[src/hw/rtl/gbls_pkg.sv]
package gbls_pkg;

  // Width of one endpoint coordinate and of the pixel positions derived from it.
  localparam int unsigned COORD_BITS = 10;
  localparam int unsigned PIX_BITS   = COORD_BITS + 1;
  localparam int unsigned POS_BITS   = COORD_BITS + 2;
  localparam int unsigned DEC_BITS   = COORD_BITS + 3;
  localparam int unsigned GRID_BITS  = 7;
  localparam int unsigned PROD_BITS  = COORD_BITS + GRID_BITS;

  // Four endpoint coordinates per load, each divided in turn.
  localparam int unsigned NUM_COORDS = 4;
  localparam int unsigned IDX_BITS   = $clog2(NUM_COORDS);
  localparam int unsigned CNT_BITS   = $clog2(COORD_BITS);

  // Stream payload widths, rounded up to whole bytes.
  localparam int unsigned IN_DATA_BITS  = ((NUM_COORDS * COORD_BITS + 7) / 8) * 8;
  localparam int unsigned OUT_DATA_BITS = ((2 * PIX_BITS + 7) / 8) * 8;

  // Item kinds carried on the input tuser bit.
  localparam logic OP_LOAD = 1'b0;
  localparam logic OP_STEP = 1'b1;

  // Sequencer states.
  typedef enum logic [1:0] {
    ST_IDLE,
    ST_DIV,
    ST_MUL_X,
    ST_SETUP
  } gbls_state_e;

endpackage

[src/hw/rtl/grid_bresenham_line_stepper_core.sv]
// Grid Bresenham line stepper.
//
// Input stream (s_axis_*): one transfer is either a load (tuser = 0) carrying
// the two line endpoints in pixels, or a step (tuser = 1) asking for the next
// point. Output stream (m_axis_*): one transfer per step while a line is in
// progress, carrying the centre pixel of the next grid cell; tlast marks the
// final point of the line. A step with no line in progress yields nothing.
// The user must write the grid size through cfg_we_i / cfg_wdata_i only while idle;
// the block itself does not enforce it. Zero acts as one.
//
// Timing: a load occupies the block after its transfer through ST_DIV, ST_MUL_X and
// ST_SETUP. A single shared restoring divider produces one quotient bit per cycle for
// each of the four coordinates, then one shared multiplier forms the x and y cell
// centres in ST_MUL_X and ST_SETUP. Steps are accepted one per cycle while the output
// register can take a result; each result appears there the cycle after its step.
//
// Reset leaves the block idle with no line loaded and the grid size at one.
// While the receiver stalls a waiting result, the output register holds it
// and no further item is taken until it has been transferred.
module grid_bresenham_line_stepper_core
  import gbls_pkg::*;
(
  input  logic                     clk_i,
  input  logic                     rst_ni,
  // Configuration: grid size in pixels per cell.
  input  logic                     cfg_we_i,
  input  logic [GRID_BITS-1:0]     cfg_wdata_i,
  // Input stream.
  input  logic                     s_axis_tvalid_i,
  output logic                     s_axis_tready_o,
  // tdata: start_x, start_y, end_x, end_y (lowest bits first).
  input  logic [IN_DATA_BITS-1:0]  s_axis_tdata_i,
  // tuser: op.
  input  logic                     s_axis_tuser_i,
  // Output stream.
  output logic                     m_axis_tvalid_o,
  input  logic                     m_axis_tready_i,
  // tdata: pixel_x, pixel_y, zero padding (lowest bits first).
  output logic [OUT_DATA_BITS-1:0] m_axis_tdata_o,
  output logic                     m_axis_tlast_o
);

  gbls_state_e state_q, state_d;

  logic [GRID_BITS-1:0]  grid_q;
  logic [GRID_BITS-1:0]  eff_g;
  logic [COORD_BITS-1:0] coord_q [NUM_COORDS];
  logic [COORD_BITS-1:0] cell_q  [NUM_COORDS];

  // Shared divider registers.
  logic [COORD_BITS-1:0] quo_q, quo_d;
  logic [GRID_BITS-1:0]  rem_q, rem_d;
  logic [CNT_BITS-1:0]   cnt_q, cnt_d;
  logic [IDX_BITS-1:0]   idx_q, idx_d;
  logic [GRID_BITS:0]    trial;
  logic                  trial_ge;
  logic [COORD_BITS-1:0] quo_next;
  logic                  cell_we;

  // Shared multiplier.
  logic [COORD_BITS-1:0] mul_cell;
  logic [PROD_BITS-1:0]  centre_full;
  logic [PIX_BITS-1:0]   centre_x_q, centre_x_d;

  // Line state.
  logic [POS_BITS-1:0]   major_pos_q, major_pos_d;
  logic [POS_BITS-1:0]   minor_pos_q, minor_pos_d;
  logic [COORD_BITS-1:0] major_delta_q, major_delta_d;
  logic [COORD_BITS-1:0] minor_delta_q, minor_delta_d;
  logic                  major_neg_q, major_neg_d;
  logic                  minor_neg_q, minor_neg_d;
  logic                  steep_q, steep_d;
  logic [DEC_BITS-1:0]   dec_q, dec_d;
  logic [PIX_BITS-1:0]   steps_left_q, steps_left_d;
  logic                  line_active_q, line_active_d;

  // Setup terms.
  logic                  nx, ny;
  logic [COORD_BITS-1:0] dx, dy;
  logic [POS_BITS-1:0]   g_pos;
  logic [DEC_BITS-1:0]   two_minor, two_major;

  // Output register.
  logic                  m_valid_q, m_valid_d;
  logic [PIX_BITS-1:0]   m_px_q, m_px_d, m_py_q, m_py_d;
  logic                  m_last_q, m_last_d;

  logic in_accept;
  logic emit;

  assign eff_g = (grid_q == '0) ? GRID_BITS'(1) : grid_q;

  // Handshakes: new items only while idle and the output register can take a result.
  assign s_axis_tready_o = (state_q == ST_IDLE) && (!m_valid_q || m_axis_tready_i);
  assign in_accept       = s_axis_tvalid_i && s_axis_tready_o;
  assign emit            = in_accept && (s_axis_tuser_i == OP_STEP) && line_active_q &&
                           (steps_left_q != '0);

  // One restoring division step: bring down the next dividend bit.
  assign trial    = {rem_q, quo_q[COORD_BITS-1]};
  assign trial_ge = (trial >= {1'b0, eff_g});
  assign quo_next = {quo_q[COORD_BITS-2:0], trial_ge};

  // Cell times grid plus half a cell gives the centre pixel.
  assign mul_cell    = (state_q == ST_MUL_X) ? cell_q[0] : cell_q[1];
  assign centre_full = PROD_BITS'(mul_cell) * PROD_BITS'(eff_g) +
                       PROD_BITS'(eff_g >> 1);

  // Deltas and directions from the four cells.
  assign nx = cell_q[0] > cell_q[2];
  assign ny = cell_q[1] > cell_q[3];
  assign dx = nx ? cell_q[0] - cell_q[2] : cell_q[2] - cell_q[0];
  assign dy = ny ? cell_q[1] - cell_q[3] : cell_q[3] - cell_q[1];
  assign g_pos     = POS_BITS'(eff_g);
  assign two_minor = {2'b00, minor_delta_q, 1'b0};
  assign two_major = {2'b00, major_delta_q, 1'b0};

  // Sequencer: next state, datapath updates and output register.
  always_comb begin
    state_d       = state_q;
    quo_d         = quo_q;
    rem_d         = rem_q;
    cnt_d         = cnt_q;
    idx_d         = idx_q;
    cell_we       = 1'b0;
    centre_x_d    = centre_x_q;
    major_pos_d   = major_pos_q;
    minor_pos_d   = minor_pos_q;
    major_delta_d = major_delta_q;
    minor_delta_d = minor_delta_q;
    major_neg_d   = major_neg_q;
    minor_neg_d   = minor_neg_q;
    steep_d       = steep_q;
    dec_d         = dec_q;
    steps_left_d  = steps_left_q;
    line_active_d = line_active_q;
    m_valid_d     = m_valid_q && !m_axis_tready_i;
    m_px_d        = m_px_q;
    m_py_d        = m_py_q;
    m_last_d      = m_last_q;

    case (state_q)
      ST_IDLE: begin
        if (in_accept && (s_axis_tuser_i == OP_LOAD)) begin
          state_d = ST_DIV;
          quo_d   = s_axis_tdata_i[COORD_BITS-1:0];
          rem_d   = '0;
          cnt_d   = '0;
          idx_d   = '0;
        end else if (in_accept) begin
          if (emit) begin
            m_valid_d = 1'b1;
            m_px_d    = steep_q ? minor_pos_q[PIX_BITS-1:0] : major_pos_q[PIX_BITS-1:0];
            m_py_d    = steep_q ? major_pos_q[PIX_BITS-1:0] : minor_pos_q[PIX_BITS-1:0];
            m_last_d  = (steps_left_q == PIX_BITS'(1));
            major_pos_d = major_neg_q ? major_pos_q - g_pos : major_pos_q + g_pos;
            if (dec_q[DEC_BITS-1]) begin
              dec_d = dec_q + two_minor;
            end else begin
              minor_pos_d = minor_neg_q ? minor_pos_q - g_pos : minor_pos_q + g_pos;
              dec_d       = dec_q + two_minor - two_major;
            end
            steps_left_d  = steps_left_q - PIX_BITS'(1);
            line_active_d = (steps_left_q != PIX_BITS'(1));
          end else begin
            line_active_d = 1'b0;
          end
        end
      end
      ST_DIV: begin
        rem_d = trial_ge ? GRID_BITS'(trial - {1'b0, eff_g}) : trial[GRID_BITS-1:0];
        quo_d = quo_next;
        cnt_d = cnt_q + CNT_BITS'(1);
        if (cnt_q == CNT_BITS'(COORD_BITS - 1)) begin
          cell_we = 1'b1;
          cnt_d   = '0;
          rem_d   = '0;
          if (idx_q == IDX_BITS'(NUM_COORDS - 1)) begin
            state_d = ST_MUL_X;
          end else begin
            idx_d = idx_q + IDX_BITS'(1);
            quo_d = coord_q[idx_q + IDX_BITS'(1)];
          end
        end
      end
      ST_MUL_X: begin
        centre_x_d = centre_full[PIX_BITS-1:0];
        state_d    = ST_SETUP;
      end
      ST_SETUP: begin
        steep_d = dy > dx;
        if (dy > dx) begin
          major_delta_d = dy;
          minor_delta_d = dx;
          major_pos_d   = {1'b0, centre_full[PIX_BITS-1:0]};
          minor_pos_d   = {1'b0, centre_x_q};
          major_neg_d   = ny;
          minor_neg_d   = nx;
          dec_d         = {2'b00, dx, 1'b0} - {3'b000, dy};
          steps_left_d  = {1'b0, dy} + PIX_BITS'(1);
        end else begin
          major_delta_d = dx;
          minor_delta_d = dy;
          major_pos_d   = {1'b0, centre_x_q};
          minor_pos_d   = {1'b0, centre_full[PIX_BITS-1:0]};
          major_neg_d   = nx;
          minor_neg_d   = ny;
          dec_d         = {2'b00, dy, 1'b0} - {3'b000, dx};
          steps_left_d  = {1'b0, dx} + PIX_BITS'(1);
        end
        line_active_d = 1'b1;
        state_d       = ST_IDLE;
      end
      default: begin
        state_d = ST_IDLE;
      end
    endcase
  end

  // State register.
  always_ff @(posedge clk_i or negedge rst_ni) begin
    if (!rst_ni) begin
      state_q <= ST_IDLE;
    end else begin
      state_q <= state_d;
    end
  end

  // Control registers and the configuration register.
  always_ff @(posedge clk_i or negedge rst_ni) begin
    if (!rst_ni) begin
      grid_q        <= GRID_BITS'(1);
      line_active_q <= 1'b0;
      steps_left_q  <= '0;
      m_valid_q     <= 1'b0;
      cnt_q         <= '0;
      idx_q         <= '0;
    end else begin
      if (cfg_we_i) begin
        grid_q <= cfg_wdata_i;
      end
      line_active_q <= line_active_d;
      steps_left_q  <= steps_left_d;
      m_valid_q     <= m_valid_d;
      cnt_q         <= cnt_d;
      idx_q         <= idx_d;
    end
  end

  // Payload registers.
  always_ff @(posedge clk_i) begin
    if (in_accept && (s_axis_tuser_i == OP_LOAD)) begin
      for (int i = 0; i < NUM_COORDS; i++) begin
        coord_q[IDX_BITS'(i)] <= s_axis_tdata_i[i*COORD_BITS +: COORD_BITS];
      end
    end
    if (cell_we) begin
      cell_q[idx_q] <= quo_next;
    end
    quo_q         <= quo_d;
    rem_q         <= rem_d;
    centre_x_q    <= centre_x_d;
    major_pos_q   <= major_pos_d;
    minor_pos_q   <= minor_pos_d;
    major_delta_q <= major_delta_d;
    minor_delta_q <= minor_delta_d;
    major_neg_q   <= major_neg_d;
    minor_neg_q   <= minor_neg_d;
    steep_q       <= steep_d;
    dec_q         <= dec_d;
    m_px_q        <= m_px_d;
    m_py_q        <= m_py_d;
    m_last_q      <= m_last_d;
  end

  assign m_axis_tvalid_o = m_valid_q;
  assign m_axis_tdata_o  = {(OUT_DATA_BITS - 2 * PIX_BITS)'(0), m_py_q, m_px_q};
  assign m_axis_tlast_o  = m_last_q;

  // A load transfer always starts the divider in the next cycle.
  assert property (@(posedge clk_i) disable iff (!rst_ni)
    (in_accept && (s_axis_tuser_i == OP_LOAD)) |=> (state_q == ST_DIV))
    else $error("load did not start the divider");

  // The partial remainder stays below the divisor throughout a division.
  assert property (@(posedge clk_i) disable iff (!rst_ni)
    (state_q == ST_DIV) |-> (rem_q < eff_g))
    else $error("divider remainder out of range");

  // An active line always has points left to emit.
  assert property (@(posedge clk_i) disable iff (!rst_ni)
    line_active_q |-> (steps_left_q != '0))
    else $error("active line with no points left");

  // Emitting the final point ends the line and flags tlast.
  assert property (@(posedge clk_i) disable iff (!rst_ni)
    (emit && (steps_left_q == PIX_BITS'(1))) |=> (!line_active_q && m_valid_q && m_last_q))
    else $error("final point did not close the line");

  // Items are taken only while the sequencer is idle.
  assert property (@(posedge clk_i) disable iff (!rst_ni)
    s_axis_tready_o |-> (state_q == ST_IDLE))
    else $error("ready raised while busy");

endmodule
[config.mk]
export PLATFORM = sky130hd
export DESIGN_NAME = grid_bresenham_line_stepper_core
export DESIGN_NICKNAME = d
export VERILOG_FILES = /design/src/hw/rtl/gbls_pkg.sv /design/src/hw/rtl/grid_bresenham_line_stepper_core.sv
export SDC_FILE = /design/constraint.sdc
export NUM_CORES = 1
export LEC_CHECK = 0
export ABC_CLOCK_PERIOD_IN_PS = 8100
export CORE_ASPECT_RATIO = 1.2
export CORE_MARGIN = 2
export CORE_UTILIZATION = 40
export CTS_BUF_LIST = sky130_fd_sc_hd__clkbuf_8 sky130_fd_sc_hd__clkbuf_16
export DETAILED_ROUTE_END_ITERATION = 7
export DONT_BUFFER_PORTS = 1
export SYNTH_ARGS = -nofsm -noshare
export SYNTH_HDL_FRONTEND = slang
export SYNTH_SLANG_ARGS = --single-unit
[constraint.sdc]
create_clock -name clk_i -period 8.1 [get_ports clk_i]
set_input_delay 1.62 -clock clk_i [delete_from_list [all_inputs] [get_ports clk_i]]
set_output_delay 1.62 -clock clk_i [all_outputs]
set_load 0.02 [all_outputs]
# == Word-level counts from Yosys, hierarchy flattened ==
# Memories as Yosys holds them, arrays and structs flattened.
# Cells that the tools add are included.
# totals
ram_bits,80
rom_bits,0
register_bits,139
input_bits,53
mem_count,2
latchBits,0
out_inout_bits,27
# op_classes
reduce_logical,22
addsub,19
div,0
n_bitwise,2
multipliers,1
magnitude_cmp,4
n_eq_ne,15
mux,67
shift,0
# memory_table
memory,depth,width,read_ports,rd_clocked_by_memory_dff,wr,line_no,source
cell_q,4,10,4,0,1,grid_bresenham_line_stepper_core.sv:48,logic [COORD_BITS-1:0] cell_q [NUM_COORDS];
coord_q,4,10,1,0,4,grid_bresenham_line_stepper_core.sv:47,logic [COORD_BITS-1:0] coord_q [NUM_COORDS];
# op_table
operator,n
$mux W12,9
$mux W11,8
$mux W10,8
$mux W13,5
$pmux W12 S2,2
$sub A10 B10 Y10,4
$gt A10 B10 Y1,3
$mux W7,4
$pmux W13 S2,1
$add A12 B7 Y12,2
$sub A11 B10 Y12,2
$sub A12 B7 Y12,2
$add A10 B1 Y11 const B,2
$pmux W11 S2,1
$pmux W10 S2,1
$mux W1,15
$ne A2 B2 Y1 const B,7
$pmux W7 S2,1
$add A13 B11 Y13,1
$sub A13 B11 Y13,1
$mux W2,6
$reduce_and A4 Y1,3
$add A11 B6 Y11,1
$eq A11 B1 Y1 const B,1
other kinds (27),40

# == Longest topological paths before layout ==
# depth
word_depth,11
ltp_mapped,30

# == Worst setup path after synthesis ==
# Ideal clock, no wire load.
# synth_timing
path_kind,reg-to-reg
start,reg state_q[0]
end,"reg major_pos_q[10], data pin"
path_stages_with_launch,24
synth_period_minus_slack_ns,6.007
slack_ns,2.093
required_ns,7.834
setup_time_ns,0.266
t_arrival_ns,5.741
path_cell_list,dfrtp_1 > inv_1 > ha_1 > clkbuf_1 > buf_1 > mux2i_1 > nand2b_1 > fa_1 > fa_1 > inv_1 > fa_1 > inv_1 > fa_1 > inv_1 > ha_1 > a21boi_0 > o21ai_0 > nand2b_1 > a21o_1 > a21oi_1 > xnor2_1 > mux2_1 > nand2_1 > o21ai_1
# synth_between
elab_chain_cells,6
elab_cells_between_ends,8
cone_classes,add/sub: 1; mul: 1; eq/ne: 2; mux: 3; reduce/logical: 1
# synth_lines
item,line_no,source
"start, declared",grid_bresenham_line_stepper_core.sv:43,"gbls_state_e state_q, state_d;"
"start signal, assigned",grid_bresenham_line_stepper_core.sv:225,state_q <= state_d;
$eq A2 B2 Y1,grid_bresenham_line_stepper_core.sv:105,assign mul_cell = (state_q == ST_MUL_X) ? cell_q[0] : cell_q[1];
$mux W10,grid_bresenham_line_stepper_core.sv:105,
$mul A10 B7 Y11,grid_bresenham_line_stepper_core.sv:106,assign centre_full = PROD_BITS'(mul_cell) * PROD_BITS'(eff_g) +
$add A11 B6 Y11,grid_bresenham_line_stepper_core.sv:106,
via centre_full[10],grid_bresenham_line_stepper_core.sv:62,logic [PROD_BITS-1:0] centre_full;
$mux W11,grid_bresenham_line_stepper_core.sv:192,if (dy > dx) begin
$pmux W12 S2,grid_bresenham_line_stepper_core.sv:142,case (state_q)
via major_pos_d[10],grid_bresenham_line_stepper_core.sv:66,"logic [POS_BITS-1:0] major_pos_q, major_pos_d;"
"end signal, assigned",grid_bresenham_line_stepper_core.sv:263,major_pos_q <= major_pos_d;
"end, declared",grid_bresenham_line_stepper_core.sv:66,
# The timed path passes the listed nets, and every way through them passes these cells.
# A chain may end at the register's enable or synchronous reset.

==> run summary <==
Outcome: completed
TritonCTS clock tree: built
Die Span X: 187 um
Main synth FF type: edfxtp_1
Via/cell ratio: 5.26
Antenna Violating Nets Remaining: 0
Skew-Pair Late Insertion Delay: 0.55 ns
Full die area: 41,800 sq um
Final Max Tran Viols: 0
Ratio of cells with drive above 1 in the final layout: 0.0772
Post-detail-place hpwl: 27,100 um
Met2 wire length: 16,900 um
Worst IR Drop VDD: 200 uV
Cell variety after synth: 86
Grt ovf: 0
Area Overhead vs Synth: 7.69%
Setup crit start kind: flip-flop
Worst Hold End: cnt_q[3]
Critical path peak fanout: 38
R2R depth: 21
Comb power frac: 0.523
Via count: 10,900
Die Y: 224 um
Sw Ratio: 0.406
Synth async-reset ratio: 0.130
CP arrival: 7.10 ns
Leakage: 7.15 nW
Worst-Margin Slew: 1.11 ns
Critical path data required time: 8.36 ns
Met1 Routed Length: 16,100 um
Total negative slack: 0 ns
Final setup fails: 0
Max_cap viols: 0
Post-synth EDFFs: 188
# rows: 80
Root Buffer: clkbuf_16
Worst Path Buf+Inv: 3
R2R Path Start: cell_q[0][0]
Worst path max stage delay: 0.94 ns
Hold buffers post-CTS: 0
Clk network pwr share: 0.167
Final Power: 6.54 mW
IO buf count: 0
HP Start: cnt_q[3]
Post-synthesis sequential area ratio: 0.395
Mapped cell area: 16,100 sq um
Post_cts resized: 0
HP Class: flip-flop to flip-flop
Initial antenna violation count: 0
Synthesis Warnings: 0
Post-Syn Instances: 1,552
CTS clk-pin slew, worst paths: 0.07 ns
RSZ-0062 raised after global routing: no
Iter 0 DRT Violations: 679
Gr usage total: 0.169
Hold Path Stages: 1
Minimum clock period: 6.84 ns
Post-CTS Setup Bufs: 0
Final net count: 1,766
Final hold violations: 0
Number of global-route vias before repair: 10,900
Final WL: 35,100 um
Top cell family by delay on the critical path: compound AO/OA/AOI/OAI gates
Initial Util: 0.405
Critical Path, Cell by Cell: inv_1, ha_1, inv_1, fa_1, a21o_1, a221o_1, o211ai_2, mux2i_1, a21boi_0, a41o_1, nor3_4, ha_1, and4_1, nand4_1, o21a_1, o21bai_2, a32oi_4, buf_4, mux2_2, nand2_1, o21ai_0
Endpoint type of the worst setup path: flip-flop
Antenna diode instance count: 0
Num CTS Buffers: 25
Sink Count: 216
Synth Area per Inst: 10.4 sq um
Largest net degree at the start of global routing: 54
Wire length of the first global-routing pass: 57,300 um
H-Tree Depth: 1
Max clock buf depth: 3
Crit path kind: flip-flop to flip-flop
Power per cell area: 377 nW/um^2
Worst R2R Setup Slack: 1.26 ns
Non-filler cells, final: 2,074
Drt first pass iters: 5
Internal power: 3.89 mW
Post-Place Cells: 2,028
Layout Skew: 0.0221 ns
DRC viols: 0
WL met3: 1220 um
Critical R2R Capture: minor_pos_q[9]
Highest metal used: met4
Slew headroom: 0.259
Final worst path period share: 0.845
Fmax: 0.146 GHz
Routed len/inst: 16.9 um
I/O Pins: 80
Slowest stage cell on the critical path: a32oi_4
Critical Path Stages: 21
GPL Wtd Cong: 0.895
Psw: 2.65 mW
Placeable Area: 39,700 sq um
Reg power frac: 0.310
Synthesized flop and latch total: 216
[power groups by stage]
stage          Combinational, mW  Sequential, mW  Clock [mW]
6_report                    3.42            2.03        1.09
5_1_grt                     3.91            2.07        1.16
4_1_cts                     3.46            2.03        1.12
3_5_place_dp                3.43            2.05           0
3_3_place_gp                3.36            2.04           0
2_1_floorplan               2.79            1.90           0
[stage by stage]
| step | hold slack, ns | utilization | setup WS (ns) | instance area [sq um] |
|---|---|---|---|---|
| 2_1_floorplan | 0.443 | - | 2.09 | 16100 |
| 4_1_cts | 0.482 | 0.436 | 1.24 | 17300 |
| 6_report | 0.482 | 0.436 | 1.26 | 17300 |
| 3_3_place_gp | 0.467 | 0.416 | 1.49 | 16500 |
| 5_1_grt | 0.507 | 0.436 | 0.720 | 17300 |
| 3_5_place_dp | 0.472 | 0.416 | 1.26 | 16500 |
[kinds of logic after synthesis]
kind of cell / after synthesis / synth area share
xor+xnor: 98 / 0.0538
simple gates: 353 / 0.111
mux: 103 / 0.0754
buf+inv: 248 / 0.0618
other cells: 1 / 0.000233
fa+ha+maj: 191 / 0.169
compound gates: 342 / 0.134
flops: 216 / 0.395
[worst max path at each step]
stage                       from         endpoint
global placement    cell_q[0][0]   minor_pos_q[9]
finish              cell_q[0][0]   minor_pos_q[9]
global route        cell_q[0][0]        dec_q[11]
detailed placement  cell_q[0][0]   minor_pos_q[9]
CTS                 cell_q[0][0]   minor_pos_q[9]
floorplan             state_q[0]  major_pos_q[10]
[synth_stat cells, types with 7 or more instances]
cell type	instances	area, sq um
o31ai_1	7	52.6
a21oi_1	114	571
xnor2_1	66	578
clkbuf_1	46	173
fa_1	43	861
and2_1	17	106
xor2_1	31	272
mux2_2	27	304
o21a_1	13	97.6
nor2_1	120	450
o211ai_1	9	67.6
edfxtp_1	188	5650
dfrtp_1	27	676
a21boi_0	11	82.6
a21o_1	32	240
nor2b_1	16	100
o21ai_1	16	80.1
nor3_1	14	70.1
buf_4	8	60.1
buf_2	8	40.0
mux4_2	10	225
inv_1	175	657
and3_1	10	62.6
ha_1	148	1850
a31oi_1	12	75.1
a211oi_1	10	75.1
nand2_1	71	267
or2_2	8	50.1
nand2b_1	25	156
mux2i_1	60	601
o21ai_0	67	335
or3_1	13	81.3
nand3_1	16	80.1
[worst register-to-register path: stages (launching register included)]
cell,delay (ns)
edfxtp_1,0.43
inv_1,0.08
ha_1,0.16
inv_1,0.06
fa_1,0.44
a21o_1,0.19
a221o_1,0.30
o211ai_2,0.74
mux2i_1,0.27
a21boi_0,0.19
a41o_1,0.25
nor3_4,0.41
ha_1,0.32
and4_1,0.22
nand4_1,0.14
o21a_1,0.19
o21bai_2,0.09
a32oi_4,0.94
buf_4,0.59
mux2_2,0.42
nand2_1,0.07
o21ai_0,0.07
[layout by cell type (no fill, tap or decap), drive strengths merged, types with 5 or more instances in the layout]
master | Yosys | final
edfxtp | 188 | 188
inv | 178 | 184
ha | 148 | 148
nor2 | 120 | 120
a21oi | 114 | 114
o21ai | 83 | 83
nand2 | 71 | 71
xnor2 | 67 | 67
mux2i | 63 | 63
fa | 43 | 43
a21o | 32 | 32
xor2 | 31 | 31
mux2 | 30 | 30
dfrtp | 27 | 27
clkbuf | 46 | 26
nand2b | 25 | 25
and2 | 18 | 18
nand3 | 18 | 18
nor2b | 16 | 16
nor3 | 15 | 15
clkinv | 3 | 14
o21a | 13 | 13
or3 | 13 | 13
a31oi | 12 | 12
a21boi | 12 | 12
a211oi | 12 | 12
o211ai | 11 | 11
and3 | 10 | 10
mux4 | 10 | 10
or2 | 10 | 10
buf | 21 | 9
o31ai | 7 | 7
o21bai | 7 | 7
nand3b | 7 | 7
and4 | 6 | 6
nand4 | 6 | 6
nor4 | 5 | 5
nor3b | 5 | 5
[final cells by class]
type	count	area, sq um
clock buffers	26	639
clock inverters	20	158
fillers	3774	22400
inverters	181	679
multi-input cells	1089	8770
flip-flops and latches	216	6350
well taps	533	667
repair buffers	9	67.6
[per-layer routing]
layer,track usage,vias up
li1,-,5417
met1,0.221,5225
met2,0.296,216
met3,0.0222,49
met4,0.0463,0
met5,0,-
[sequential cells by signal (all words and copies together), names as in the netlist, 10 cells and up]
signal and cells:
major_delta_q 10, major_pos_q 11, m_px_q 11, dec_q 12, centre_x_q 11, cell_q 40, steps_left_q 11, minor_pos_q 11
minor_delta_q 10, m_py_q 11, coord_q 40, quo_q 10
(Power assumes the default switching activity.)
